--- src/hw/rtl/gcb_pkg.sv ---
// Shared types and constants for the glyph coverage blend block.
`default_nettype none

package gcb_pkg;

    // Glyph source pixel formats
    typedef enum logic [1:0] {
        MODE_MONO  = 2'd0,
        MODE_GRAY2 = 2'd1,
        MODE_LCD   = 2'd2,
        MODE_GRAY8 = 2'd3
    } mode_t;

    // Configuration register indexes
    localparam logic [2:0] REG_TEXT_RED    = 3'd0;
    localparam logic [2:0] REG_TEXT_GREEN  = 3'd1;
    localparam logic [2:0] REG_TEXT_BLUE   = 3'd2;
    localparam logic [2:0] REG_SOURCE_MODE = 3'd3;
    localparam logic [2:0] REG_DIM_ENABLE  = 3'd4;

    localparam logic [7:0] GRAY2_SCALE = 8'h55;
    localparam logic [7:0] COV_FULL    = 8'hff;
    localparam logic [7:0] COV_NONE    = 8'h00;

    // Active configuration
    typedef struct packed {
        logic [7:0] text_red;
        logic [7:0] text_green;
        logic [7:0] text_blue;
        mode_t      source_mode;
        logic       dim_enable;
    } cfg_t;

    // One input word as held in the input register
    typedef struct packed {
        logic [7:0] source_byte_a;
        logic [7:0] source_byte_b;
        logic [7:0] source_byte_c;
        logic [2:0] bit_offset;
        logic [7:0] dest_red;
        logic [7:0] dest_green;
        logic [7:0] dest_blue;
        logic       solid_fill;
    } pixel_t;

    // Per-channel coverage
    typedef struct packed {
        logic [7:0] cov_red;
        logic [7:0] cov_green;
        logic [7:0] cov_blue;
    } coverage_t;

endpackage

`default_nettype wire

--- src/hw/rtl/gcb_unpack.sv ---
// Unpacks glyph source bytes into per-channel coverage, with optional dimming.
`default_nettype none

module gcb_unpack (
    input  wire gcb_pkg::cfg_t      cfg,
    input  wire logic [7:0]         source_byte_a,
    input  wire logic [7:0]         source_byte_b,
    input  wire logic [7:0]         source_byte_c,
    input  wire logic [2:0]         bit_offset,
    output gcb_pkg::coverage_t      coverage
);

    logic       mono_bit;
    logic [1:0] gray_pair;
    logic [7:0] shifted;
    logic [7:0] cov_r;
    logic [7:0] cov_g;
    logic [7:0] cov_b;

    // Pick the mono bit and the 2-bit gray pair, most significant column first
    always_comb begin
        mono_bit  = source_byte_a[3'd7 - bit_offset];
        shifted   = source_byte_a >> {~bit_offset[1:0], 1'b0};
        gray_pair = shifted[1:0];
    end

    // Decode the source format
    always_comb begin
        cov_r = source_byte_a;
        cov_g = source_byte_a;
        cov_b = source_byte_a;
        unique case (cfg.source_mode)
            gcb_pkg::MODE_MONO: begin
                cov_r = mono_bit ? gcb_pkg::COV_FULL : gcb_pkg::COV_NONE;
                cov_g = cov_r;
                cov_b = cov_r;
            end
            gcb_pkg::MODE_GRAY2: begin
                cov_r = {6'd0, gray_pair} * gcb_pkg::GRAY2_SCALE;
                cov_g = cov_r;
                cov_b = cov_r;
            end
            gcb_pkg::MODE_LCD: begin
                cov_r = source_byte_a;
                cov_g = source_byte_b;
                cov_b = source_byte_c;
            end
            default: begin
                cov_r = source_byte_a;
                cov_g = source_byte_a;
                cov_b = source_byte_a;
            end
        endcase
    end

    // Halve coverage for dim text
    always_comb begin
        if (cfg.dim_enable) begin
            coverage.cov_red   = {1'b0, cov_r[7:1]};
            coverage.cov_green = {1'b0, cov_g[7:1]};
            coverage.cov_blue  = {1'b0, cov_b[7:1]};
        end else begin
            coverage.cov_red   = cov_r;
            coverage.cov_green = cov_g;
            coverage.cov_blue  = cov_b;
        end
    end

endmodule

`default_nettype wire

--- src/hw/rtl/gcb_blend.sv ---
// Blends one color channel from the destination toward the text color.
`default_nettype none

module gcb_blend (
    input  wire logic [7:0] dst,
    input  wire logic [7:0] col,
    input  wire logic [7:0] cov,
    output logic [7:0]      result
);

    logic signed [8:0]  diff;
    logic signed [17:0] prod;

    // Signed difference scaled by coverage; floor shift by 8 is the upper bits
    always_comb begin
        diff = $signed({1'b0, col}) - $signed({1'b0, dst});
        prod = 18'(diff) * $signed({10'd0, cov});
    end

    // Zero coverage keeps the destination, full coverage takes the color
    always_comb begin
        if (cov == gcb_pkg::COV_NONE) begin
            result = dst;
        end else if (cov == gcb_pkg::COV_FULL) begin
            result = col;
        end else begin
            result = dst + prod[15:8];
        end
    end

endmodule

`default_nettype wire

--- src/hw/rtl/glyph_coverage_blend_core.sv ---
// Top level of the glyph coverage blend block: registers, handshake and datapath.
//
// Per-pixel text compositor. Each input word on the s_ channel carries the glyph
// source bytes, the pixel column within a packed byte and the destination RGB
// pixel; s_tuser flags a solid-fill pixel that takes the text color outright.
// The m_ channel returns one blended RGB word for every input word, in order.
// Text color, source format and dimming are set through the write port
// (cfg_wen, cfg_addr, cfg_wdata); the user must write them only while no pixel is
// in flight, which the block does not enforce; unknown indexes are ignored.
// Pipeline: input register, then result register, with the unpack and blend
// logic between them.
// Throughput: one word per cycle while the receiver keeps m_tready high; the
// single combinational pass from the input register to the result register
// sets that figure.
// Reset (aresetn low, synchronous) empties both registers and restores the
// text color to white, the format to 8-bit gray and dimming to off.
// When the receiver stalls, the result register holds its word and the input
// register still takes one more word; s_tready then drops until m_tready.
`default_nettype none

module glyph_coverage_blend_core (
    input  wire logic        aclk,
    input  wire logic        aresetn,
    // Configuration write port
    input  wire logic        cfg_wen,
    input  wire logic [2:0]  cfg_addr,
    input  wire logic [7:0]  cfg_wdata,
    // Input stream
    input  wire logic        s_tvalid,
    output logic             s_tready,
    // s_tdata fields from bit 0: source_byte_a[7:0], source_byte_b[15:8],
    // source_byte_c[23:16], bit_offset[26:24], dest_red[34:27],
    // dest_green[42:35], dest_blue[50:43], zero pad[55:51]
    input  wire logic [55:0] s_tdata,
    // s_tuser fields from bit 0: solid_fill[0]
    input  wire logic [0:0]  s_tuser,
    // Result stream
    output logic             m_tvalid,
    input  wire logic        m_tready,
    // m_tdata fields from bit 0: out_red[7:0], out_green[15:8], out_blue[23:16]
    output logic [23:0]      m_tdata
);

    gcb_pkg::cfg_t      cfg_reg;
    gcb_pkg::pixel_t    pix_reg;
    gcb_pkg::coverage_t coverage;
    logic               in_valid_reg;
    logic               out_valid_reg;
    logic [23:0]        out_data_reg;
    logic               out_ready;
    logic               in_load;
    logic [7:0]         blend_red;
    logic [7:0]         blend_green;
    logic [7:0]         blend_blue;
    logic [23:0]        out_data_next;

    // Register writes
    always_ff @(posedge aclk) begin
        if (!aresetn) begin
            cfg_reg.text_red    <= 8'hff;
            cfg_reg.text_green  <= 8'hff;
            cfg_reg.text_blue   <= 8'hff;
            cfg_reg.source_mode <= gcb_pkg::MODE_GRAY8;
            cfg_reg.dim_enable  <= 1'b0;
        end else if (cfg_wen) begin
            unique case (cfg_addr)
                gcb_pkg::REG_TEXT_RED:    cfg_reg.text_red   <= cfg_wdata;
                gcb_pkg::REG_TEXT_GREEN:  cfg_reg.text_green <= cfg_wdata;
                gcb_pkg::REG_TEXT_BLUE:   cfg_reg.text_blue  <= cfg_wdata;
                gcb_pkg::REG_SOURCE_MODE:
                    cfg_reg.source_mode <= gcb_pkg::mode_t'(cfg_wdata[1:0]);
                gcb_pkg::REG_DIM_ENABLE:  cfg_reg.dim_enable <= cfg_wdata[0];
                default: ;
            endcase
        end
    end

    // Handshake: each register advances when the one after it is free
    assign out_ready = !out_valid_reg || m_tready;
    assign s_tready  = !in_valid_reg || out_ready;
    assign in_load   = s_tvalid && s_tready;

    // Input register
    always_ff @(posedge aclk) begin
        if (!aresetn) begin
            in_valid_reg <= 1'b0;
        end else if (s_tready) begin
            in_valid_reg <= s_tvalid;
        end
    end

    always_ff @(posedge aclk) begin
        if (in_load) begin
            pix_reg.source_byte_a <= s_tdata[7:0];
            pix_reg.source_byte_b <= s_tdata[15:8];
            pix_reg.source_byte_c <= s_tdata[23:16];
            pix_reg.bit_offset    <= s_tdata[26:24];
            pix_reg.dest_red      <= s_tdata[34:27];
            pix_reg.dest_green    <= s_tdata[42:35];
            pix_reg.dest_blue     <= s_tdata[50:43];
            pix_reg.solid_fill    <= s_tuser[0];
        end
    end

    // Unpack coverage
    gcb_unpack u_unpack (
        .cfg           (cfg_reg),
        .source_byte_a (pix_reg.source_byte_a),
        .source_byte_b (pix_reg.source_byte_b),
        .source_byte_c (pix_reg.source_byte_c),
        .bit_offset    (pix_reg.bit_offset),
        .coverage      (coverage)
    );

    // Blend each channel
    gcb_blend u_blend_red (
        .dst    (pix_reg.dest_red),
        .col    (cfg_reg.text_red),
        .cov    (coverage.cov_red),
        .result (blend_red)
    );

    gcb_blend u_blend_green (
        .dst    (pix_reg.dest_green),
        .col    (cfg_reg.text_green),
        .cov    (coverage.cov_green),
        .result (blend_green)
    );

    gcb_blend u_blend_blue (
        .dst    (pix_reg.dest_blue),
        .col    (cfg_reg.text_blue),
        .cov    (coverage.cov_blue),
        .result (blend_blue)
    );

    // Solid fill overrides the blend
    always_comb begin
        if (pix_reg.solid_fill) begin
            out_data_next = {cfg_reg.text_blue, cfg_reg.text_green, cfg_reg.text_red};
        end else begin
            out_data_next = {blend_blue, blend_green, blend_red};
        end
    end

    // Result register
    always_ff @(posedge aclk) begin
        if (!aresetn) begin
            out_valid_reg <= 1'b0;
        end else if (out_ready) begin
            out_valid_reg <= in_valid_reg;
        end
    end

    always_ff @(posedge aclk) begin
        if (out_ready && in_valid_reg) begin
            out_data_reg <= out_data_next;
        end
    end

    assign m_tvalid = out_valid_reg;
    assign m_tdata  = out_data_reg;

    // Reset empties the result register
    assert property (@(posedge aclk) !aresetn |=> !m_tvalid)
        else $error("result valid after reset");

    // An empty input register always takes a word
    assert property (@(posedge aclk) disable iff (!aresetn) !in_valid_reg |-> s_tready)
        else $error("input register empty but not ready");

    // A held word moves on into the result register when it is free
    assert property (@(posedge aclk) disable iff (!aresetn)
        in_valid_reg && out_ready |=> m_tvalid)
        else $error("word lost between input and result register");

    // A stalled input word is kept
    assert property (@(posedge aclk) disable iff (!aresetn)
        in_valid_reg && !out_ready |=> in_valid_reg && $stable(pix_reg))
        else $error("stalled input word dropped");

endmodule

`default_nettype wire
--- config.mk ---
export PLATFORM = sky130hd
export DESIGN_NAME = glyph_coverage_blend_core
export DESIGN_NICKNAME = d
export VERILOG_FILES = /design/src/hw/rtl/gcb_pkg.sv /design/src/hw/rtl/gcb_unpack.sv /design/src/hw/rtl/gcb_blend.sv /design/src/hw/rtl/glyph_coverage_blend_core.sv
export SDC_FILE = /design/constraint.sdc
export NUM_CORES = 1
export LEC_CHECK = 0
export BUFFER_PORTS_ARGS = -buffer_cell sky130_fd_sc_hd__buf_2
export CORE_ASPECT_RATIO = 0.7
export CORE_MARGIN = 2
export CORE_UTILIZATION = 50
export DETAILED_ROUTE_END_ITERATION = 10
export PLACE_DENSITY_LB_ADDON = 0.1
export SLEW_MARGIN = 20
export SYNTH_ARGS = -nofsm -noshare
export SYNTH_HDL_FRONTEND = slang
export SYNTH_SLANG_ARGS = --single-unit
--- constraint.sdc ---
create_clock -name aclk -period 16.3 [get_ports aclk]
set_input_delay 4.89 -clock aclk [delete_from_list [all_inputs] [get_ports aclk]]
set_output_delay 4.89 -clock aclk [all_outputs]
set_load 0.01 [all_outputs]
### Word-level counts from Yosys, hierarchy flattened

Index checks and enable logic that the tools add are counted.

* register bits after elaboration: 105
* bits of input ports: 73
* word-level logic and storage cells: 69

* add/subtract/negate cells: 7
* $mul: 4
* $lt $le $gt $ge: 1
* eq/ne operators: 9
* shift-type cells: 1
* mux-type cells: 14
* bitwise logic cells: 1
* reductions and logical operators: 16

Operator list (count)
* $mux W8: 7
* $mul A9 B9 Y16: 3
* $mux W24: 2
* $pmux W8 S3: 2
* $sub A8 B8 Y9: 3
* $add A8 B8 Y8: 3
* $eq A8 B8 Y1 const B: 3
* $logic_not A8 Y1: 3
* $pmux W8 S2: 1
* $reduce_and A2 Y1: 5
* $mul A2 B7 Y8 const B: 1
* $shr A8 B3 Y2: 1
* $eq A3 B2 Y1 const B: 2
* $lt A3 B4 Y1 const B: 1
* $bmux W1 S3: 1
* $eq A3 B1 Y1 const B: 1
* $eq A3 B3 Y1 const B: 1
* $logic_not A3 Y1: 1
* $sub A3 B3 Y3 const A: 1
* $eq A2 B1 Y1 const B: 1
* $eq A2 B2 Y1 const B: 1
* $logic_and A1 B1 Y1: 2
* $logic_not A1 Y1: 2
* $logic_not A2 Y1: 1
* 3 further kinds: 4

### Logic depth before layout (Yosys ltp)

Gate-level depths: netlist of run 1.

* word-level depth: 11
* depth in mapped cells: 35
* gate-level depth less buffers: 35

### Cells and area by module

Synthesis of run 1 repeated with hierarchy kept, for this count alone.

* cell total of the unflattened synthesis: 1574
* area, all modules: 14617.8 um2

Modules (own cells, without submodules)
* glyph_coverage_blend_core: times used 1, cells an instance 217, area an instance 3794.9 um2
* gcb_blend (u_blend_red): times used 1, cells an instance 409, area an instance 3345.7 um2
* gcb_blend (u_blend_green): times used 1, cells an instance 409, area an instance 3331.9 um2
* gcb_blend (u_blend_blue): times used 1, cells an instance 397, area an instance 3218.1 um2
* gcb_unpack: times used 1, cells an instance 142, area an instance 927.1 um2

### Worst setup path before layout of run 1

Ideal clock, no wire load.

* kind: input to output
* start: in m_tready
* end: out s_tready
* arrival: 5.206 ns
* path slack: 6.204 ns
* cell stages on the path: 2
* buffers on the path: 0
* path through: nor2b_1 nand2_1

* word-level cells in the longest chain between the ends: 2

RTL lines
* start: declaration: RTL line glyph_coverage_blend_core.sv:39 `input wire logic m_tready,`
* $logic_or A1 B1 Y1: RTL line glyph_coverage_blend_core.sv:79 `assign out_ready = !out_valid_reg || m_tready;`
* $logic_or A1 B1 Y1: RTL line glyph_coverage_blend_core.sv:80 `assign s_tready = !in_valid_reg || out_ready;`
* end: declaration: RTL line glyph_coverage_blend_core.sv:30 `output logic s_tready,`

Every way passes these cells.

### Worst setup path in the final report of run 1

Same ends and word-level chain as after synthesis.

==> flow_summary.toml, run 1 <==
[grt]
grt_max_degree = 53
track_usage = 0.2507
grt_overflow = 0
grt_pass1_vias = 10190
antenna_found_initial = 0
grt_first_pass_wirelength_um = 56430

[setup_path]
worstPathArrival_ns = 5.48
critical_path.max_fanout = 4
regToRegSetupSlack_ns = 6.98
cp-startpoint = "m_tready"
startpoint_type = "primary input"
cp-endpoint = "s_tready"
r2r-start = "cfg_reg[1]$_SDFFE_PN1P_"
critPathRequiredTime_ns = 11.41
rr_endpoint = "m_tdata[23]$_DFFE_PP_"
path_class = "primary input to output port"
rr_worst_depth = 28
worstSetupEndpointType = "output port"

[timing]
slew_headroom = 0.3071
setup_viol = 0
worstMarginPinSlew_ns = 1.037
finClkSkew_ns = 0.01857
period_share = 0.6362
slew_viol_final = 0
finalCriticalPeriod_ns = 10.37
max_freq_mhz = 96.43
fin_setup_tns_ns = 0
hold_viol = 0
rsz0062_at_grt = "no"

[synthesis]
synthMuxAreaShare = 0.01396
syn_area_per_cell_um2 = 9.211
synth-edff-count = 76
synth-xor-area-share = 0.05711
yosys.area.top_type = "fa_1"
synth_compound_area_frac = 0.1230
synth_top_flop_cell = "edfxtp_1"
synth_nets = 1876
yosys_register_bits = 105
synth.area.top_cells = "fa_1 24%, edfxtp_1 16%, ha_1 11%"
synth_top_cell_area_share = 0.2421
synth_cells = 1508
synthArstFlopShare = 0
synthAdderAreaFrac = 0.3565
synth_top_family_by_area = "adder cells"
ys_types = 81
yosysWarnings = 0
yosys.area_share.simple = 0.1542
syn_area_um2 = 13890
seq_area_frac_synth = 0.2061

[clock_tree]
cts_buffers = 9
hold_buffers = 0
cts_tree = "yes"
post_cts_resized = 0
postCtsSetupRepairBufs = 0
htreeDepth = 3
path_clk_slew_ns = 0.08
clk_latency_ns = 0.39
clock_path_buffers = 2
clock-sinks = 105
cts_root_buffer = "clkbuf_16"

[die]
rows = 51
chipHeight_um = 143.5
initial_core_util = 0.5039
die_area_um2 = 29150
die_w_um = 203.2
io_pins = 99
core_region_area_um2 = 27570

[route]
drt-wirelength-per-cell_um = 17.86
drc_errors = 0
viasPerCell = 5.379
ant_nets = 0
vias = 10540
wl_um = 35020
dr.pass1.iters = 6
drt-initial-drc-count = 728

[layout]
fin_nets = 1952
drive_above_1_share = 0.09755
largest_reg_flops = 52
mostFrequentLayoutCells = "275 x inv_1, 168 x fa_1, 158 x nand2_1"
layout_commonest_cell = "inv_1"
fillers = 2617
n_antenna_cell = 0
syn2layout_area_growth_pct = 8.260

[hold_path]
hold_class = "register to register"

[flow_run]
maxCapViolCount = 0

[status]
status = "complete, no violations"

[placed_design]
place_congestion = 0.8807
io_buffers = 93
dp_hpwl_um = 28710
[routing by layer]
layer  routed length [um]  global-route usage  up-vias  share of wire
met1                18200              0.4034     5154           0.52
met3                 2277             0.04762       20          0.065
li1                     -                   -     5086              -
met4                  298             0.03803        0         0.0085
met2                14240              0.3496      283           0.41
met5                    0                   0        -              0
[cell families after synthesis]
| family | Yosys count |
|---|---|
| simple gates | 451 |
| compound gates | 237 |
| flops | 105 |
| xor+xnor | 89 |
| mux | 15 |
| buf+inv | 316 |
| fa+ha+maj | 295 |
[Yosys cell counts, types with 4 or more instances]
| cell | instances |
|---|---|
| and3_1 | 4 |
| nand2_1 | 158 |
| o211ai_1 | 17 |
| nand4b_1 | 4 |
| xnor2_1 | 59 |
| ha_1 | 127 |
| clkbuf_1 | 22 |
| a21o_1 | 36 |
| nand2b_1 | 23 |
| o21a_1 | 10 |
| buf_4 | 6 |
| nor3_1 | 19 |
| o21ai_0 | 26 |
| or3_1 | 12 |
| buf_1 | 5 |
| nor2b_1 | 40 |
| xor2_1 | 29 |
| o21bai_1 | 7 |
| a21boi_0 | 4 |
| o22a_1 | 29 |
| or2_2 | 11 |
| nand3_1 | 25 |
| edfxtp_1 | 76 |
| nor2_1 | 121 |
| fa_1 | 168 |
| o22ai_1 | 7 |
| a21oi_1 | 42 |
| buf_2 | 5 |
| a31oi_1 | 7 |
| a211oi_1 | 5 |
| a22oi_1 | 6 |
| dfxtp_1 | 29 |
| o311ai_0 | 6 |
| mux2i_1 | 10 |
| inv_1 | 275 |
| and2_1 | 8 |
[worst max-delay path, stage by stage]
cell	delay (ns)
buf_2	0.10
nor2b_1	0.25
nand2_1	0.10
buf_2	0.15
[how the worst min path moves through the flow]
stage | start | end | slack (ns) | depth (start not counted)
floorplan | cfg_reg[9]$_SDFFE_PN1P_ | cfg_reg[9]$_SDFFE_PN1P_ | 0.46 | 2
global placement | cfg_reg[7]$_SDFFE_PN1P_ | cfg_reg[7]$_SDFFE_PN1P_ | 0.49 | 2
detailed placement | cfg_reg[5]$_SDFFE_PN1P_ | cfg_reg[5]$_SDFFE_PN1P_ | 0.50 | 2
CTS | cfg_reg[5]$_SDFFE_PN1P_ | cfg_reg[5]$_SDFFE_PN1P_ | 0.51 | 2
global route | cfg_reg[9]$_SDFFE_PN1P_ | cfg_reg[9]$_SDFFE_PN1P_ | 0.53 | 2
finish | cfg_reg[5]$_SDFFE_PN1P_ | cfg_reg[5]$_SDFFE_PN1P_ | 0.51 | 2
[layout make-up]
class / count / area, um^2 / area share
Tap cell: 371 / 464.2 / 0.03087
Sequential cell: 105 / 2863 / 0.1904
Clock inverter: 7 / 96.34 / 0.006407
Multi-Input combinational cell: 1087 / 9794 / 0.6513
Clock buffer: 9 / 225.2 / 0.01498
Timing Repair Buffer: 106 / 563.0 / 0.03744
Inverter: 275 / 1032 / 0.06864
[metrics by stage]
| step | utilization | setup slack, ns | std cells | hold slack (ns) | instance area [um^2] |
|---|---|---|---|---|---|
| 2_1_floorplan | - | 6.204 | 1508 | 0.4650 | 13890 |
| 3_3_place_gp | 0.5339 | 5.953 | 1944 | 0.4941 | 14720 |
| 3_5_place_dp | 0.5339 | 5.931 | 1944 | 0.4987 | 14720 |
| 4_1_cts | 0.5455 | 5.934 | 1960 | 0.5113 | 15040 |
| 5_1_grt | 0.5455 | 5.860 | 1960 | 0.5345 | 15040 |
| 6_report | 0.5455 | 5.929 | 1960 | 0.5061 | 15040 |
Power of run 1 is left out: the tool's default activity adds up to more than one toggle a clock period on the data nets, which glitch-free logic cannot reach.
==> inputs of run 2 (changes only) <==
==> constraint.sdc (replaced) <==
create_clock -name aclk -period 8.56 [get_ports aclk]
set_input_delay 2.568 -clock aclk [delete_from_list [all_inputs] [get_ports aclk]]
set_output_delay 2.568 -clock aclk [all_outputs]
set_load 0.01 [all_outputs]
==> run 2 against run 1 <==
Against the previous run:
- core utilization rose by 1.1 points
- cell count up 1.8%
- sequential cell count stayed put
- sequential share of layout area decreased by 0.37 points
- register-to-register slack got worse by 6.7 ns
- first-iteration DRC count up 11%
- worst hold slack gained 0.0012 ns
- critical endpoint is now m_tdata[23]$_DFFE_PP_
- largest cell class unchanged
==> flow_summary.toml, run 2 (synthesis gave the netlist of run 1 again) <==
[grt]
busiest_layer = "met1"
grt_use_met3 = 0.04127
grt_pass1_vias = 10600
grt_util_met2 = 0.3752
grt_overflow = 0
grtUsageMet1 = 0.4121
grt_first_pass_wirelength_um = 58170
antenna_found_initial = 1
track_usage = 0.2612
grt_max_degree = 53

[flow_run]
maxCapViolCount = 0

[die]
io_pins = 99
chipHeight_um = 143.5
die_area_um2 = 29150
rows = 51
core_region_area_um2 = 27570
die_w_um = 203.2
initial_core_util = 0.5039

[layout]
fin_nets = 1988
n_antenna_cell = 0
layout_commonest_cell = "inv_1"
syn2layout_area_growth_pct = 10.38
largest_reg_flops = 52
drive_above_1_share = 0.1206
mostFrequentLayoutCells = "275 x inv_1, 168 x fa_1, 158 x nand2_1"

[clock_tree]
cts_tree = "yes"
cts_buffers = 9
clock-sinks = 105
path_clk_slew_ns = 0.08
cts_root_buffer = "clkbuf_16"
clock_path_buffers = 2
htreeDepth = 3
hold_buffers = 0
clk_latency_ns = 0.39

[setup_path]
cp_common_cell = "fa_1"
rr_worst_depth = 33
critPathSlowestCell = "fa_1"
rr_endpoint = "m_tdata[23]$_DFFE_PP_"
worstPathArrival_ns = 8.52
r2r-start = "pix_reg[1]$_DFFE_PP_"
critical_path.max_fanout = 3
worstSetupEndpointType = "register"
critPathRequiredTime_ns = 8.79
regToRegSetupSlack_ns = 0.27
path_class = "register to register"
startpoint_type = "register"
max_stage_delay_ns = 0.52

[route]
drt-wirelength-per-cell_um = 18.37
dr.pass1.iters = 5
ant_nets = 0
drt-initial-drc-count = 810
viasPerCell = 5.374
wl_um = 36660
drc_errors = 0
vias = 10730

[timing]
slew_headroom = 0.3942
hold_viol = 0
period_share = 0.9685
setup_viol = 0
finClkSkew_ns = 0.01492
fin_ws_ns = 0.2700
rsz0062_at_grt = "yes"
slew_viol_final = 0
max_freq_mhz = 120.6
worstMarginPinSlew_ns = 0.9027
finalCriticalPeriod_ns = 8.290

[placed_design]
dp_hpwl_um = 30210
place_ws_ns = 0.2233
io_buffers = 93
place_congestion = 0.8801

[hold_path]
holdPathStages = 2
hold_class = "register to register"
min-delay-start = "cfg_reg[7]$_SDFFE_PN1P_"
min_to = "cfg_reg[7]$_SDFFE_PN1P_"

[status]
status = "complete, no violations"
## run 2: cell count changes in the layout (fill, tap and decap cells not counted), moves of 2 or more
cell and delta:
inv_12 -2, clkinv_4 +2, a21oi_2 +2, buf_4 +36
a21oi_1 -2
## run 2: worst max-delay path, delay by kind of cell (launching register included)
kind                     cells  cell delay (ns)
AO/OA/AOI/OAI                9             1.89
XOR/XNOR                     4             0.99
adder cells (fa/ha/maj)      8             3.20
buffers and inverters        4             0.31
flip-flops                   1             0.44
AND/OR/NAND/NOR              8             1.28
## run 2: worst max path at each step
stage | from | slack (ns) | endpoint | cells past startpoint
floorplan | pix_reg[2]$_DFFE_PP_ | 0.65 | m_tdata[23]$_DFFE_PP_ | 34
global placement | pix_reg[2]$_DFFE_PP_ | 0.22 | m_tdata[23]$_DFFE_PP_ | 34
detailed placement | pix_reg[2]$_DFFE_PP_ | 0.22 | m_tdata[23]$_DFFE_PP_ | 34
CTS | pix_reg[2]$_DFFE_PP_ | 0.12 | m_tdata[23]$_DFFE_PP_ | 34
global route | pix_reg[1]$_DFFE_PP_ | -0.06 | m_tdata[23]$_DFFE_PP_ | 33
finish | pix_reg[1]$_DFFE_PP_ | 0.27 | m_tdata[23]$_DFFE_PP_ | 33
## run 2: per-stage QoR
step | util | cell area, um^2 | TNS, ns | hold WS, ns | std cells
2_1_floorplan | - | 13890 | 0 | 0.4650 | 1508
3_3_place_gp | 0.5428 | 14960 | 0 | 0.4938 | 1977
3_5_place_dp | 0.5428 | 14960 | 0 | 0.4907 | 1977
4_1_cts | 0.5545 | 15280 | 0 | 0.5098 | 1993
5_1_grt | 0.5562 | 15330 | -0.07887 | 0.5332 | 1996
6_report | 0.5562 | 15330 | 0 | 0.5073 | 1996
## run 2: area by class of cell
type	instances	area (um^2)
sequential	105	2863
timing repair buffer	142	833.3
clock inverter	7	95.09
tap	371	464.2
fill	2568	12230
inverter	275	1032
clock buffer	9	225.2
multi-input combinational	1087	9819
## run 2: metal layers
metal  up-vias  part of all wire  wire (um)
met5         -           0.00035         13
li1       5165                 -          -
met3        33             0.063       2310
met1      5237              0.51      18780
met2       289              0.41      15120
met4         2             0.012        435
## run 2: what timing repair did
item                       CTS  global route
setup endpoints to repair    0             4
buffers inserted             0             3
gates resized for setup      0             9
Power of run 2 is left out for the same reason.
